### config.mk
export PLATFORM = sky130hd
export DESIGN_NAME = angle_wrap_and_arc_check
export DESIGN_NICKNAME = d
export VERILOG_FILES = /design/src/rtl/awac_pkg.sv /design/src/rtl/awac_cell.sv /design/src/rtl/awac_tail.sv /design/src/rtl/angle_wrap_and_arc_check.sv
export SDC_FILE = /design/constraint.sdc
export NUM_CORES = 2
export LEC_CHECK = 0
export ABC_CLOCK_PERIOD_IN_PS = 5750
export BUFFER_PORTS_ARGS = -buffer_cell sky130_fd_sc_hd__buf_2
export CAP_MARGIN = 10
export CORE_UTILIZATION = 55
export DETAILED_ROUTE_END_ITERATION = 16
export HOLD_SLACK_MARGIN = 0.06
export PLACE_DENSITY = 0.74
export SKIP_CTS_REPAIR_TIMING = 1
export SLEW_MARGIN = 0
export SYNTH_ARGS = -nofsm -noshare
export SYNTH_HDL_FRONTEND = slang
export SYNTH_SLANG_ARGS = --single-unit
export TNS_END_PERCENT = 1
### constraint.sdc
create_clock -name clk -period 5.75 [get_ports clk]
set_input_delay 0.8625 -clock clk [delete_from_list [all_inputs] [get_ports clk]]
set_output_delay 0.8625 -clock clk [all_outputs]
set_load 0.01 [all_outputs]
### src/rtl/awac_pkg.sv
// ----------------------------------------------------------------------------
// awac_pkg - shared types and constants for the angle wrap and arc check
// Widths, the fixed-point 2pi constant and the per-cell subtrahends.
// ----------------------------------------------------------------------------
package awac_pkg;

    localparam int ANGLE_W = 32;
    localparam int MAG_W   = ANGLE_W;
    localparam int RES_W   = 27;
    localparam int TOL_W   = 27;
    localparam int IDX_W   = 2;
    localparam int N_CELLS = 5;

    // round(2pi * 2^24)
    localparam logic [RES_W-1:0] TWO_PI = 27'd105414357;

    localparam logic [TOL_W-1:0] TOL_RESET = 27'd17;

    // configuration register indexes
    localparam logic [IDX_W-1:0] REG_REGION_START   = 2'd0;
    localparam logic [IDX_W-1:0] REG_REGION_END     = 2'd1;
    localparam logic [IDX_W-1:0] REG_ZERO_TOLERANCE = 2'd2;

    // one item in flight: magnitudes and signs of the angle and both bounds, and last
    typedef struct packed {
        logic [MAG_W-1:0] a_mag;
        logic [MAG_W-1:0] s_mag;
        logic [MAG_W-1:0] e_mag;
        logic             a_neg;
        logic             s_neg;
        logic             e_neg;
        logic             last;
    } lane_t;

    // cell 0 takes off 16 x 2pi, the final cell 1 x 2pi
    function automatic logic [MAG_W-1:0] cell_mult(input int idx);
        cell_mult = MAG_W'(TWO_PI) << (N_CELLS - 1 - idx);
    endfunction

endpackage

### src/rtl/awac_cell.sv
// ----------------------------------------------------------------------------
// awac_cell - one conditional-subtract cell of the reduction chain
// Takes one multiple of 2pi off each of the three lanes when it fits.
// ----------------------------------------------------------------------------
module awac_cell
(
    input  logic                      clk,
    input  logic                      rst_n,
    input  logic [awac_pkg::MAG_W-1:0] mult,
    input  logic                      in_valid,
    output logic                      in_ready,
    input  awac_pkg::lane_t           in_lane,
    output logic                      out_valid,
    input  logic                      out_ready,
    output awac_pkg::lane_t           out_lane
);

    logic            valid_reg;
    logic            valid_next;
    awac_pkg::lane_t lane_reg;
    awac_pkg::lane_t lane_next;

    assign in_ready = !valid_reg || out_ready;

    always_comb
    begin
        lane_next = in_lane;
        if (in_lane.a_mag >= mult)
        begin
            lane_next.a_mag = in_lane.a_mag - mult;
        end
        if (in_lane.s_mag >= mult)
        begin
            lane_next.s_mag = in_lane.s_mag - mult;
        end
        if (in_lane.e_mag >= mult)
        begin
            lane_next.e_mag = in_lane.e_mag - mult;
        end
    end

    assign valid_next = in_ready ? in_valid : valid_reg;

    always_ff @(posedge clk or negedge rst_n)
    begin
        if (!rst_n)
        begin
            valid_reg <= 1'b0;
        end
        else
        begin
            valid_reg <= valid_next;
        end
    end

    always_ff @(posedge clk)
    begin
        if (in_ready && in_valid)
        begin
            lane_reg <= lane_next;
        end
    end

    assign out_valid = valid_reg;
    assign out_lane  = lane_reg;

endmodule

### src/rtl/awac_tail.sv
// ----------------------------------------------------------------------------
// awac_tail - sign fix-up, zero snap, arc test and run verdict
// Two stages: finish the wrap of all three lanes, then test and register.
// ----------------------------------------------------------------------------
module awac_tail
(
    input  logic                       clk,
    input  logic                       rst_n,
    input  logic [awac_pkg::TOL_W-1:0] tol,
    input  logic                       in_valid,
    output logic                       in_ready,
    input  awac_pkg::lane_t            in_lane,
    output logic                       out_valid,
    input  logic                       out_stall,
    output logic [awac_pkg::RES_W-1:0] wrapped_angle,
    output logic                       angle_in_region,
    output logic                       all_in_region,
    output logic                       run_end
);

    // remainder below 2pi; a negative input mirrors to 2pi - r, then snap
    function automatic logic [awac_pkg::RES_W-1:0] finish_wrap
    (
        input logic [awac_pkg::MAG_W-1:0] r,
        input logic                       neg,
        input logic [awac_pkg::TOL_W-1:0] t
    );
        logic [awac_pkg::RES_W-1:0] rr;
        logic [awac_pkg::RES_W-1:0] f;
        rr = r[awac_pkg::RES_W-1:0];
        f  = (neg && (rr != '0)) ? (awac_pkg::TWO_PI - rr) : rr;
        finish_wrap = (f < t) ? '0 : f;
    endfunction

    // finish stage
    logic                       fin_valid_reg;
    logic                       fin_valid_next;
    logic                       fin_ready;
    logic [awac_pkg::RES_W-1:0] fin_a_reg;
    logic [awac_pkg::RES_W-1:0] fin_s_reg;
    logic [awac_pkg::RES_W-1:0] fin_e_reg;
    logic                       fin_last_reg;

    // output stage
    logic                       out_valid_reg;
    logic                       out_valid_next;
    logic                       out_ready;
    logic                       load_out;
    logic [awac_pkg::RES_W-1:0] wrapped_reg;
    logic                       inside_reg;
    logic                       inside_next;
    logic                       all_reg;
    logic                       all_next;
    logic                       run_end_reg;
    logic                       run_ok_reg;
    logic                       run_ok_next;
    logic [awac_pkg::RES_W-1:0] diff;

    assign out_ready      = !out_valid_reg || !out_stall;
    assign fin_ready      = !fin_valid_reg || out_ready;
    assign in_ready       = fin_ready;
    assign fin_valid_next = fin_ready ? in_valid : fin_valid_reg;
    assign load_out       = out_ready && fin_valid_reg;
    assign out_valid_next = out_ready ? fin_valid_reg : out_valid_reg;

    always_ff @(posedge clk)
    begin
        if (fin_ready && in_valid)
        begin
            fin_a_reg    <= finish_wrap(in_lane.a_mag, in_lane.a_neg, tol);
            fin_s_reg    <= finish_wrap(in_lane.s_mag, in_lane.s_neg, tol);
            fin_e_reg    <= finish_wrap(in_lane.e_mag, in_lane.e_neg, tol);
            fin_last_reg <= in_lane.last;
        end
    end

    always_comb
    begin
        diff = (fin_s_reg > fin_e_reg) ? (fin_s_reg - fin_e_reg) : (fin_e_reg - fin_s_reg);
        if ((fin_s_reg == fin_e_reg) || (diff < tol))
        begin
            inside_next = 1'b1;     // full circle
        end
        else if (fin_s_reg < fin_e_reg)
        begin
            inside_next = (fin_a_reg >= fin_s_reg) && (fin_a_reg <= fin_e_reg);
        end
        else
        begin
            inside_next = !((fin_a_reg > fin_e_reg) && (fin_a_reg < fin_s_reg));
        end
        all_next    = run_ok_reg && inside_next;
        run_ok_next = run_ok_reg;
        if (load_out)
        begin
            run_ok_next = fin_last_reg ? 1'b1 : all_next;
        end
    end

    always_ff @(posedge clk or negedge rst_n)
    begin
        if (!rst_n)
        begin
            fin_valid_reg <= 1'b0;
            out_valid_reg <= 1'b0;
            run_ok_reg    <= 1'b1;
        end
        else
        begin
            fin_valid_reg <= fin_valid_next;
            out_valid_reg <= out_valid_next;
            run_ok_reg    <= run_ok_next;
        end
    end

    always_ff @(posedge clk)
    begin
        if (load_out)
        begin
            wrapped_reg <= fin_a_reg;
            inside_reg  <= inside_next;
            all_reg     <= all_next;
            run_end_reg <= fin_last_reg;
        end
    end

    assign out_valid       = out_valid_reg;
    assign wrapped_angle   = wrapped_reg;
    assign angle_in_region = inside_reg;
    assign all_in_region   = all_reg;
    assign run_end         = run_end_reg;

    a_wrapped_range: assert property (@(posedge clk) disable iff (!rst_n)
        out_valid_reg |-> (wrapped_reg < awac_pkg::TWO_PI))
        else $error("wrapped angle not below 2pi");

    a_all_implies_inside: assert property (@(posedge clk) disable iff (!rst_n)
        out_valid_reg && all_reg |-> inside_reg)
        else $error("run verdict set on an outside angle");

    a_run_restart: assert property (@(posedge clk) disable iff (!rst_n)
        load_out && fin_last_reg |=> run_ok_reg)
        else $error("run state not restored after last");

    a_snap: assert property (@(posedge clk) disable iff (!rst_n)
        out_valid_reg && (wrapped_reg != '0) |-> (wrapped_reg >= tol))
        else $error("wrapped angle inside zero tolerance not snapped");

endmodule

### src/rtl/angle_wrap_and_arc_check.sv
// ----------------------------------------------------------------------------
// angle_wrap_and_arc_check - wrap Q7.24 angles into [0, 2pi) and test an arc
// Sign split, a chain of five conditional-subtract cells, then fix-up, snap,
// arc containment and a running all-inside verdict per run.
//
//  channel | handshake            | payload
//  --------+----------------------+------------------------------------------
//  input   | in_valid / in_stall  | angle[31:0] signed, last
//  output  | out_valid / out_stall| wrapped_angle[26:0], angle_in_region,
//          |                      | all_in_region, run_end
//  config  | wr_en                | wr_index[1:0], wr_data[31:0]
//
// one transfer per cycle sustained while out_stall is low; the registered
// stages are entry, five cells, finish and output register
// reset clears all stage valids and restores the run verdict to all-inside
// an output stall holds every full stage at once, not one stage at a time
// ----------------------------------------------------------------------------
module angle_wrap_and_arc_check
(
    input  logic                         clk,
    input  logic                         rst_n,
    input  logic                         in_valid,
    output logic                         in_stall,
    input  logic signed [awac_pkg::ANGLE_W-1:0] angle,
    input  logic                         last,
    output logic                         out_valid,
    input  logic                         out_stall,
    output logic [awac_pkg::RES_W-1:0]   wrapped_angle,
    output logic                         angle_in_region,
    output logic                         all_in_region,
    output logic                         run_end,
    input  logic                         wr_en,
    input  logic [awac_pkg::IDX_W-1:0]   wr_index,
    input  logic [awac_pkg::ANGLE_W-1:0] wr_data
);

    logic [awac_pkg::ANGLE_W-1:0] start_reg;
    logic [awac_pkg::ANGLE_W-1:0] end_reg;
    logic [awac_pkg::TOL_W-1:0]   tol_reg;

    // entry stage
    logic            ent_valid_reg;
    logic            ent_valid_next;
    logic            ent_ready;
    awac_pkg::lane_t ent_lane_reg;
    awac_pkg::lane_t ent_lane_next;

    logic            chain_valid [awac_pkg::N_CELLS+1];
    logic            chain_ready [awac_pkg::N_CELLS+1];
    awac_pkg::lane_t chain_lane  [awac_pkg::N_CELLS+1];

    always_ff @(posedge clk or negedge rst_n)
    begin
        if (!rst_n)
        begin
            start_reg <= '0;
            end_reg   <= '0;
            tol_reg   <= awac_pkg::TOL_RESET;
        end
        else if (wr_en)
        begin
            case (wr_index)
                awac_pkg::REG_REGION_START:   start_reg <= wr_data;
                awac_pkg::REG_REGION_END:     end_reg   <= wr_data;
                awac_pkg::REG_ZERO_TOLERANCE: tol_reg   <= wr_data[awac_pkg::TOL_W-1:0];
                default:                      ;
            endcase
        end
    end

    // split into sign and magnitude; the most negative value becomes 2^31
    always_comb
    begin
        ent_lane_next.a_neg = angle[awac_pkg::ANGLE_W-1];
        ent_lane_next.s_neg = start_reg[awac_pkg::ANGLE_W-1];
        ent_lane_next.e_neg = end_reg[awac_pkg::ANGLE_W-1];
        ent_lane_next.a_mag = ent_lane_next.a_neg ? (~angle + 1'b1) : angle;
        ent_lane_next.s_mag = ent_lane_next.s_neg ? (~start_reg + 1'b1) : start_reg;
        ent_lane_next.e_mag = ent_lane_next.e_neg ? (~end_reg + 1'b1) : end_reg;
        ent_lane_next.last  = last;
    end

    assign ent_ready      = !ent_valid_reg || chain_ready[0];
    assign in_stall       = !ent_ready;
    assign ent_valid_next = ent_ready ? in_valid : ent_valid_reg;

    always_ff @(posedge clk or negedge rst_n)
    begin
        if (!rst_n)
        begin
            ent_valid_reg <= 1'b0;
        end
        else
        begin
            ent_valid_reg <= ent_valid_next;
        end
    end

    always_ff @(posedge clk)
    begin
        if (ent_ready && in_valid)
        begin
            ent_lane_reg <= ent_lane_next;
        end
    end

    assign chain_valid[0] = ent_valid_reg;
    assign chain_lane[0]  = ent_lane_reg;

    for (genvar i = 0; i < awac_pkg::N_CELLS; i++)
    begin : g_cell
        awac_cell u_cell
        (
            .clk       (clk),
            .rst_n     (rst_n),
            .mult      (awac_pkg::cell_mult(i)),
            .in_valid  (chain_valid[i]),
            .in_ready  (chain_ready[i]),
            .in_lane   (chain_lane[i]),
            .out_valid (chain_valid[i+1]),
            .out_ready (chain_ready[i+1]),
            .out_lane  (chain_lane[i+1])
        );
    end

    awac_tail u_tail
    (
        .clk             (clk),
        .rst_n           (rst_n),
        .tol             (tol_reg),
        .in_valid        (chain_valid[awac_pkg::N_CELLS]),
        .in_ready        (chain_ready[awac_pkg::N_CELLS]),
        .in_lane         (chain_lane[awac_pkg::N_CELLS]),
        .out_valid       (out_valid),
        .out_stall       (out_stall),
        .wrapped_angle   (wrapped_angle),
        .angle_in_region (angle_in_region),
        .all_in_region   (all_in_region),
        .run_end         (run_end)
    );

endmodule
# == After elaboration in Yosys (flattened, before gate mapping) ==
# Cells that the tools add are included.
# W data, S select, Z words.
# op_classes
add_sub_neg,23
mul,0
div,0
n_lt_le_gt_ge,25
eq_ne,3
n_shift,0
n_mux,25
bitwise_logic,3
n_reduce_logical,41
# op_table
op,n
$mux W32,12
$mux W27,7
$lt A27 B27 Y1,6
$add A32 B1 Y32 const B,3
$ge A32 B27 Y1 const B,3
$ge A32 B28 Y1 const B,3
$ge A32 B29 Y1 const B,3
$ge A32 B30 Y1 const B,3
$ge A32 B31 Y1 const B,3
$not A32 Y32,3
$sub A32 B28 Y32 const B,3
$sub A32 B29 Y32 const B,3
$sub A32 B30 Y32 const B,3
$sub A32 B31 Y32 const B,3
$mux W31,3
$reduce_bool A27 Y1,3
$sub A27 B27 Y27 const A,3
$sub A27 B27 Y27 const B,3
$gt A27 B27 Y1,2
$sub A27 B27 Y27,2
$eq A27 B27 Y1,1
$ge A27 B27 Y1,1
$le A27 B27 Y1,1
$logic_and A1 B1 Y1,14
7 further kinds,29
# totals
ff_bits,797
latchBits,0
mem_bits_rw,0
rom_bits,0
inputBits,72
out_inout_bits,32
n_memories,0

# == Depth between registers and ports, before layout ==
# logic_depth
ltp_word,10
ltp_mapped,25
ltp_nobuf,24

# == By module ==
# From an unflattened synthesis, not the netlist that was laid out.
# hier_totals
cells_unflattened,7279
area_unflattened_um2,67842.6
# modules_own_cells
mod,n_inst,cells_per_inst,area_each_um2,seq_area_each_um2
awac_cell at g_cell[1].u_cell ...,3,1079,9585.4,3027.9
awac_tail,1,1379,12096.6,3439.5
awac_cell at g_cell[4].u_cell,1,1054,9354.0,3027.9
awac_cell at g_cell[0].u_cell,1,1009,9113.7,3027.9
angle_wrap_and_arc_check,1,600,8521.9,5307.6

# == Least setup slack after synthesis ==
# Ideal clock, no wire load.
# synth_path
kind,input to register
startpoint,input port out_stall
endpoint,register g_cell[3].u_cell.lane_reg (netlist bit g_cell[3].u_cell.out_lane[0]) (enable)
setup_time_ns,0.572
arrival_time_ns,5.498
required_ns,5.178
setup_slack_ns,-0.320
path_stages,3
path_cell_list,nand4_1 > nor2_1 > nor2b_1
# synth_via
elab_chain_len,6
# synth_lines
item,line_no,rtl
"start, declared",angle_wrap_and_arc_check.sv:27,"input logic out_stall,"
$logic_not A1 Y1,awac_tail.sv:59,assign out_ready = !out_valid_reg || !out_stall;
$logic_or A1 B1 Y1,awac_tail.sv:59,
$logic_or A1 B1 Y1,awac_tail.sv:60,assign fin_ready = !fin_valid_reg || out_ready;
$logic_or A1 B1 Y1 (2 in series),awac_cell.sv:23,assign in_ready = !valid_reg || out_ready;
$logic_and A1 B1 Y1,awac_cell.sv:58,if (in_ready && in_valid)
"end signal, assigned",awac_cell.sv:60,lane_reg <= lane_next;
"end, declared",awac_cell.sv:20,awac_pkg::lane_t lane_reg;
# No other way between the ends.
# A chain may end at the register's enable or synchronous reset.

# == Worst setup path after layout ==
# layout_path
startpoint,register u_tail.fin_e_reg[17] (netlist name)
endpoint,register u_tail.all_reg (netlist: u_tail.all_in_region) (data pin)
# layout_via
elab_chain_len,6
word_cells_on_any_way,16
cone_classes,add/sub: 2; order compare: 5; eq/ne: 1; mux: 3; reduce/logical: 5
# layout_lines
item,line_no,rtl
"start, declared",awac_tail.sv:41,logic [awac_pkg::RES_W-1:0] fin_e_reg;
"start signal, assigned",awac_tail.sv:72,"fin_e_reg <= finish_wrap(in_lane.e_mag, in_lane.e_neg, tol);"
"$sub A27 B27 Y27, or another cell as far along",awac_tail.sv:79,diff = (fin_s_reg > fin_e_reg) ? (fin_s_reg - fin_e_reg) : (fin_e_reg - fin_s_reg);
$mux W27 / $logic_and A1 B1 Y1 (equally long branches),"awac_tail.sv:79, awac_tail.sv:90",
$lt A27 B27 Y1 / $logic_not A1 Y1 (equally long branches),"awac_tail.sv:80, awac_tail.sv:90",
$logic_or A1 B1 Y1 / $mux W1 (equally long branches),"awac_tail.sv:80, awac_tail.sv:84",
$mux W1 *,awac_tail.sv:80,if ((fin_s_reg == fin_e_reg) || (diff < tol))
named net u_tail.inside_next,awac_tail.sv:51,logic inside_next;
$logic_and A1 B1 Y1 *,awac_tail.sv:92,all_next = run_ok_reg && inside_next;
named net u_tail.all_next,awac_tail.sv:53,logic all_next;
"end signal, assigned",awac_tail.sv:122,all_reg <= all_next;
"end, declared",awac_tail.sv:52,logic all_reg;
# The timed path passes the listed nets; every way through them passes the cells marked *.

==> summary.txt <==
status = finished clean
FF-to-FF Start = u_tail.fin_e_reg[17]
Clk pin slew, worst setup/hold paths = 0.06 ns
Boundary Pins = 104
Clock Sinks = 797
Post-synth EDFFs = 697
cells after synthesis = 3976
NetSw = 11.91 mW
routability cong. = 0.9439
crit-path max FO = 20
syn nets = 4291
yosys synthesis warning count = 0
distinct cell type count after synthesis = 69
FILL cells = 6310
Clock Power Share = 0.188
clk_skew = 0.02845 ns
DRT Pass-1 Iters = 6
Async SR Flop Fraction = 0.1255
vias after detailed routing = 29990
final setup fails = 0
maximum VDD drop = 0.2817 mV
number of global-route vias before repair = 28870
layout cells sized above 1 = 0.09967
CTS Buffer Depth = 3
CTS tree = yes
dpl cell area = 0.04655 mm^2
RSZ-0062 raised after global routing = no
crit-path max cell delay = 0.47 ns
critical path, cell by cell = inv_1 > ha_1 > nand2_1 > o21ai_0 > nand2b_1 > a21boi_0 > a311oi_1 > o21a_1 > buf_4 > mux2i_1 > o21ai_0 > a21oi_1 > xnor2_1 > ha_1 > a21o_1 > a21o_1 > a21o_1 > a21o_1 > a21oi_1 > nor2b_1 > o21ai_0 > a21boi_0 > o22ai_1 > and2_1
Detailed Place HPWL = 75690 um
Peak Freq = 0.1870 GHz
P_int = 18.37 mW
Top cell by count, worst path = a21o_1
Die Ht = 287.2 um
Final nets = 4427
Crit. End Element = flop
Synth top area share = 0.4677
largest net degree at the start of global routing = 101
Routed Antenna Nets = 0
slowest CP cell = ha_1
Comb pwr share = 0.438
root buf cell = clkbuf_16
vias per cell = 5.711
commonest register cell after synthesis = edfxtp_1
Inserted Clock Buffers = 86
initial antenna violation count = 13
Synth area leader = edfxtp_1
Final Instance Area = 0.04954 mm^2
Leak = 19.10 nW
Max-Slew Margin vs Limit = 0.2521
pwr dens = 611.3 mW/mm^2
Total Routing Usage GR = 0.2385
Hold Vio Cnt, Final = 0
Core Footprint = 0.08055 mm^2
Initial Util = 0.5556
CP Launch Type = flop
min Tclk post-route = 5.346 ns
Synth area leaders = edfxtp_1 (47%), xnor2_1 (7.2%), ha_1 (6.7%)
critical path depth = 24
Critical Path RT = 6.24 ns
first-pass GRT wire length = 154000 um
Final Slew Violations = 0
Worst-Skew Late Latency = 0.64 ns
post-route setup TNS = 0 ns
synth-to-layout area growth = 10.70%
critical path class = reg2reg
num rows = 104
die extent in x = 287.2 um
reg2reg path depth = 24
HP Class = in2async
die footprint = 0.08251 mm^2
max FFs per register = 485
Mean Syn Cell Area = 11.25 um^2
r2r endpoint = u_tail.all_in_region
Worst Tran Pin Value = 1.122 ns
Hold WS = 0.2140 ns
H-Tree Depth = 3
total grt overflow = 0
Seq/Total Area, Yosys = 0.5237
Final period util = 0.9298
post-route DRC violation count = 0
Synth Register Bits = 797
final wirelength = 98280 um
CP Buf/Inv Count = 2
Flop pwr share = 0.374
DR iter-0 viols = 2073
Cell Area, Synth = 0.04475 mm^2
kind of cell adding the most delay to the critical path = compound AO/OA/AOI/OAI gates
wire per inst = 18.72 um
Sw Ratio = 0.3933
Worst EP arrival = 5.84 ns
max-cap viol count = 0
Worst R2R Setup Slack = 0.40 ns
Buffers on Ports = 103
==> cells in the mapped netlist, types with 66 or more instances <==
cell and instances:
a21o_1 66, a21oi_1 197, clkbuf_1 69, dfrtp_1 97, edfxtp_1 697, ha_1 241, inv_1 181, mux2_2 98
nand2_1 350, nand3_1 81, nor2_1 242, nor2b_1 71, nor3_1 80, o21a_1 67, o21ai_0 208, xnor2_1 369
xor2_1 212
==> worst register-to-register path, stage by stage, from the launching register on <==
cell and delay, ns:
edfxtp_1 0.36, inv_1 0.07, ha_1 0.47, nand2_1 0.21, o21ai_0 0.30, nand2b_1 0.11
a21boi_0 0.14, a311oi_1 0.37, o21a_1 0.24, buf_4 0.32, mux2i_1 0.24, o21ai_0 0.22
a21oi_1 0.23, xnor2_1 0.10, ha_1 0.19, a21o_1 0.17, a21o_1 0.17, a21o_1 0.17
a21o_1 0.17, a21oi_1 0.14, nor2b_1 0.05, o21ai_0 0.13, a21boi_0 0.11, o22ai_1 0.33
and2_1 0.18
==> worst max-delay path by stage <==
stage                         start                   end
2_1_floorplan  u_tail.fin_e_reg[21]  u_tail.all_in_region
3_3_place_gp   u_tail.fin_e_reg[21]  u_tail.all_in_region
3_5_place_dp   u_tail.fin_e_reg[17]  u_tail.all_in_region
4_1_cts        u_tail.fin_e_reg[21]  u_tail.all_in_region
5_1_grt         u_tail.fin_e_reg[4]  u_tail.all_in_region
6_report       u_tail.fin_e_reg[17]  u_tail.all_in_region
==> power groups by stage <==
stage | Clock, mW | Sequential [mW] | Combinational [mW]
after detailed placement | 0 | 11.4 | 13.0
final | 5.70 | 11.3 | 13.3
after global routing | 5.99 | 11.6 | 14.6
after CTS | 5.80 | 11.3 | 13.1
after floorplan | 0 | 10.9 | 9.70
after global placement | 0 | 11.3 | 12.8
==> cells in the final DEF (no fill, tap or decap), types with 79 or more instances in the layout <==
cell type	n
edfxtp_1	697
xnor2_1	369
nand2_1	350
nor2_1	242
ha_1	241
xor2_1	212
o21ai_0	208
a21oi_1	197
inv_1	181
buf_2	102
mux2_2	98
dfrtp_1	97
clkbuf_16	87
nand3_1	81
nor3_1	79
==> layout make-up <==
| class | count | area [um^2] | area share |
|---|---|---|---|
| Inverter | 181 | 679.4 | 0.01371 |
| Antenna cell | 7 | 17.52 | 0.0003536 |
| Tap cell | 1060 | 1326 | 0.02677 |
| Multi-Input combinational cell | 2911 | 20340 | 0.4106 |
| Sequential cell | 797 | 23440 | 0.4731 |
| Clock buffer | 120 | 2411 | 0.04867 |
| Clock inverter | 40 | 556.8 | 0.01124 |
| Timing Repair Buffer | 135 | 770.7 | 0.01556 |
==> kinds of logic after synthesis <==
family,after synthesis,synth area share
simple gates,1206,0.1351
flops,797,0.5237
compound gates,762,0.1071
xor+xnor,581,0.1137
buf+inv,268,0.02273
fa+ha+maj,243,0.06828
mux,119,0.02936
==> layer usage <==
layer / GRT usage / vias up / wire length [um]
met3: 0.02817 / 236 / 4604
met4: 0.1021 / 0 / 4280
met5: 0 / - / 0
met1: 0.3128 / 14230 / 42980
li1: - / 14760 / -
met2: 0.4003 / 771 / 46420
==> through the flow <==
step | setup WS (ns) | util | std cells | power, mW
CTS | 0.4351 | 0.6147 | 5244 | 30.22
global placement | 0.5383 | 0.5779 | 5084 | 24.16
detailed placement | 0.4768 | 0.5779 | 5084 | 24.41
floorplan | 1.238 | - | 3976 | 20.56
finish | 0.4036 | 0.6150 | 5251 | 30.28
global route | 0.01309 | 0.6150 | 5251 | 32.23
No activity file was read; power rests on OpenSTA's default activity.
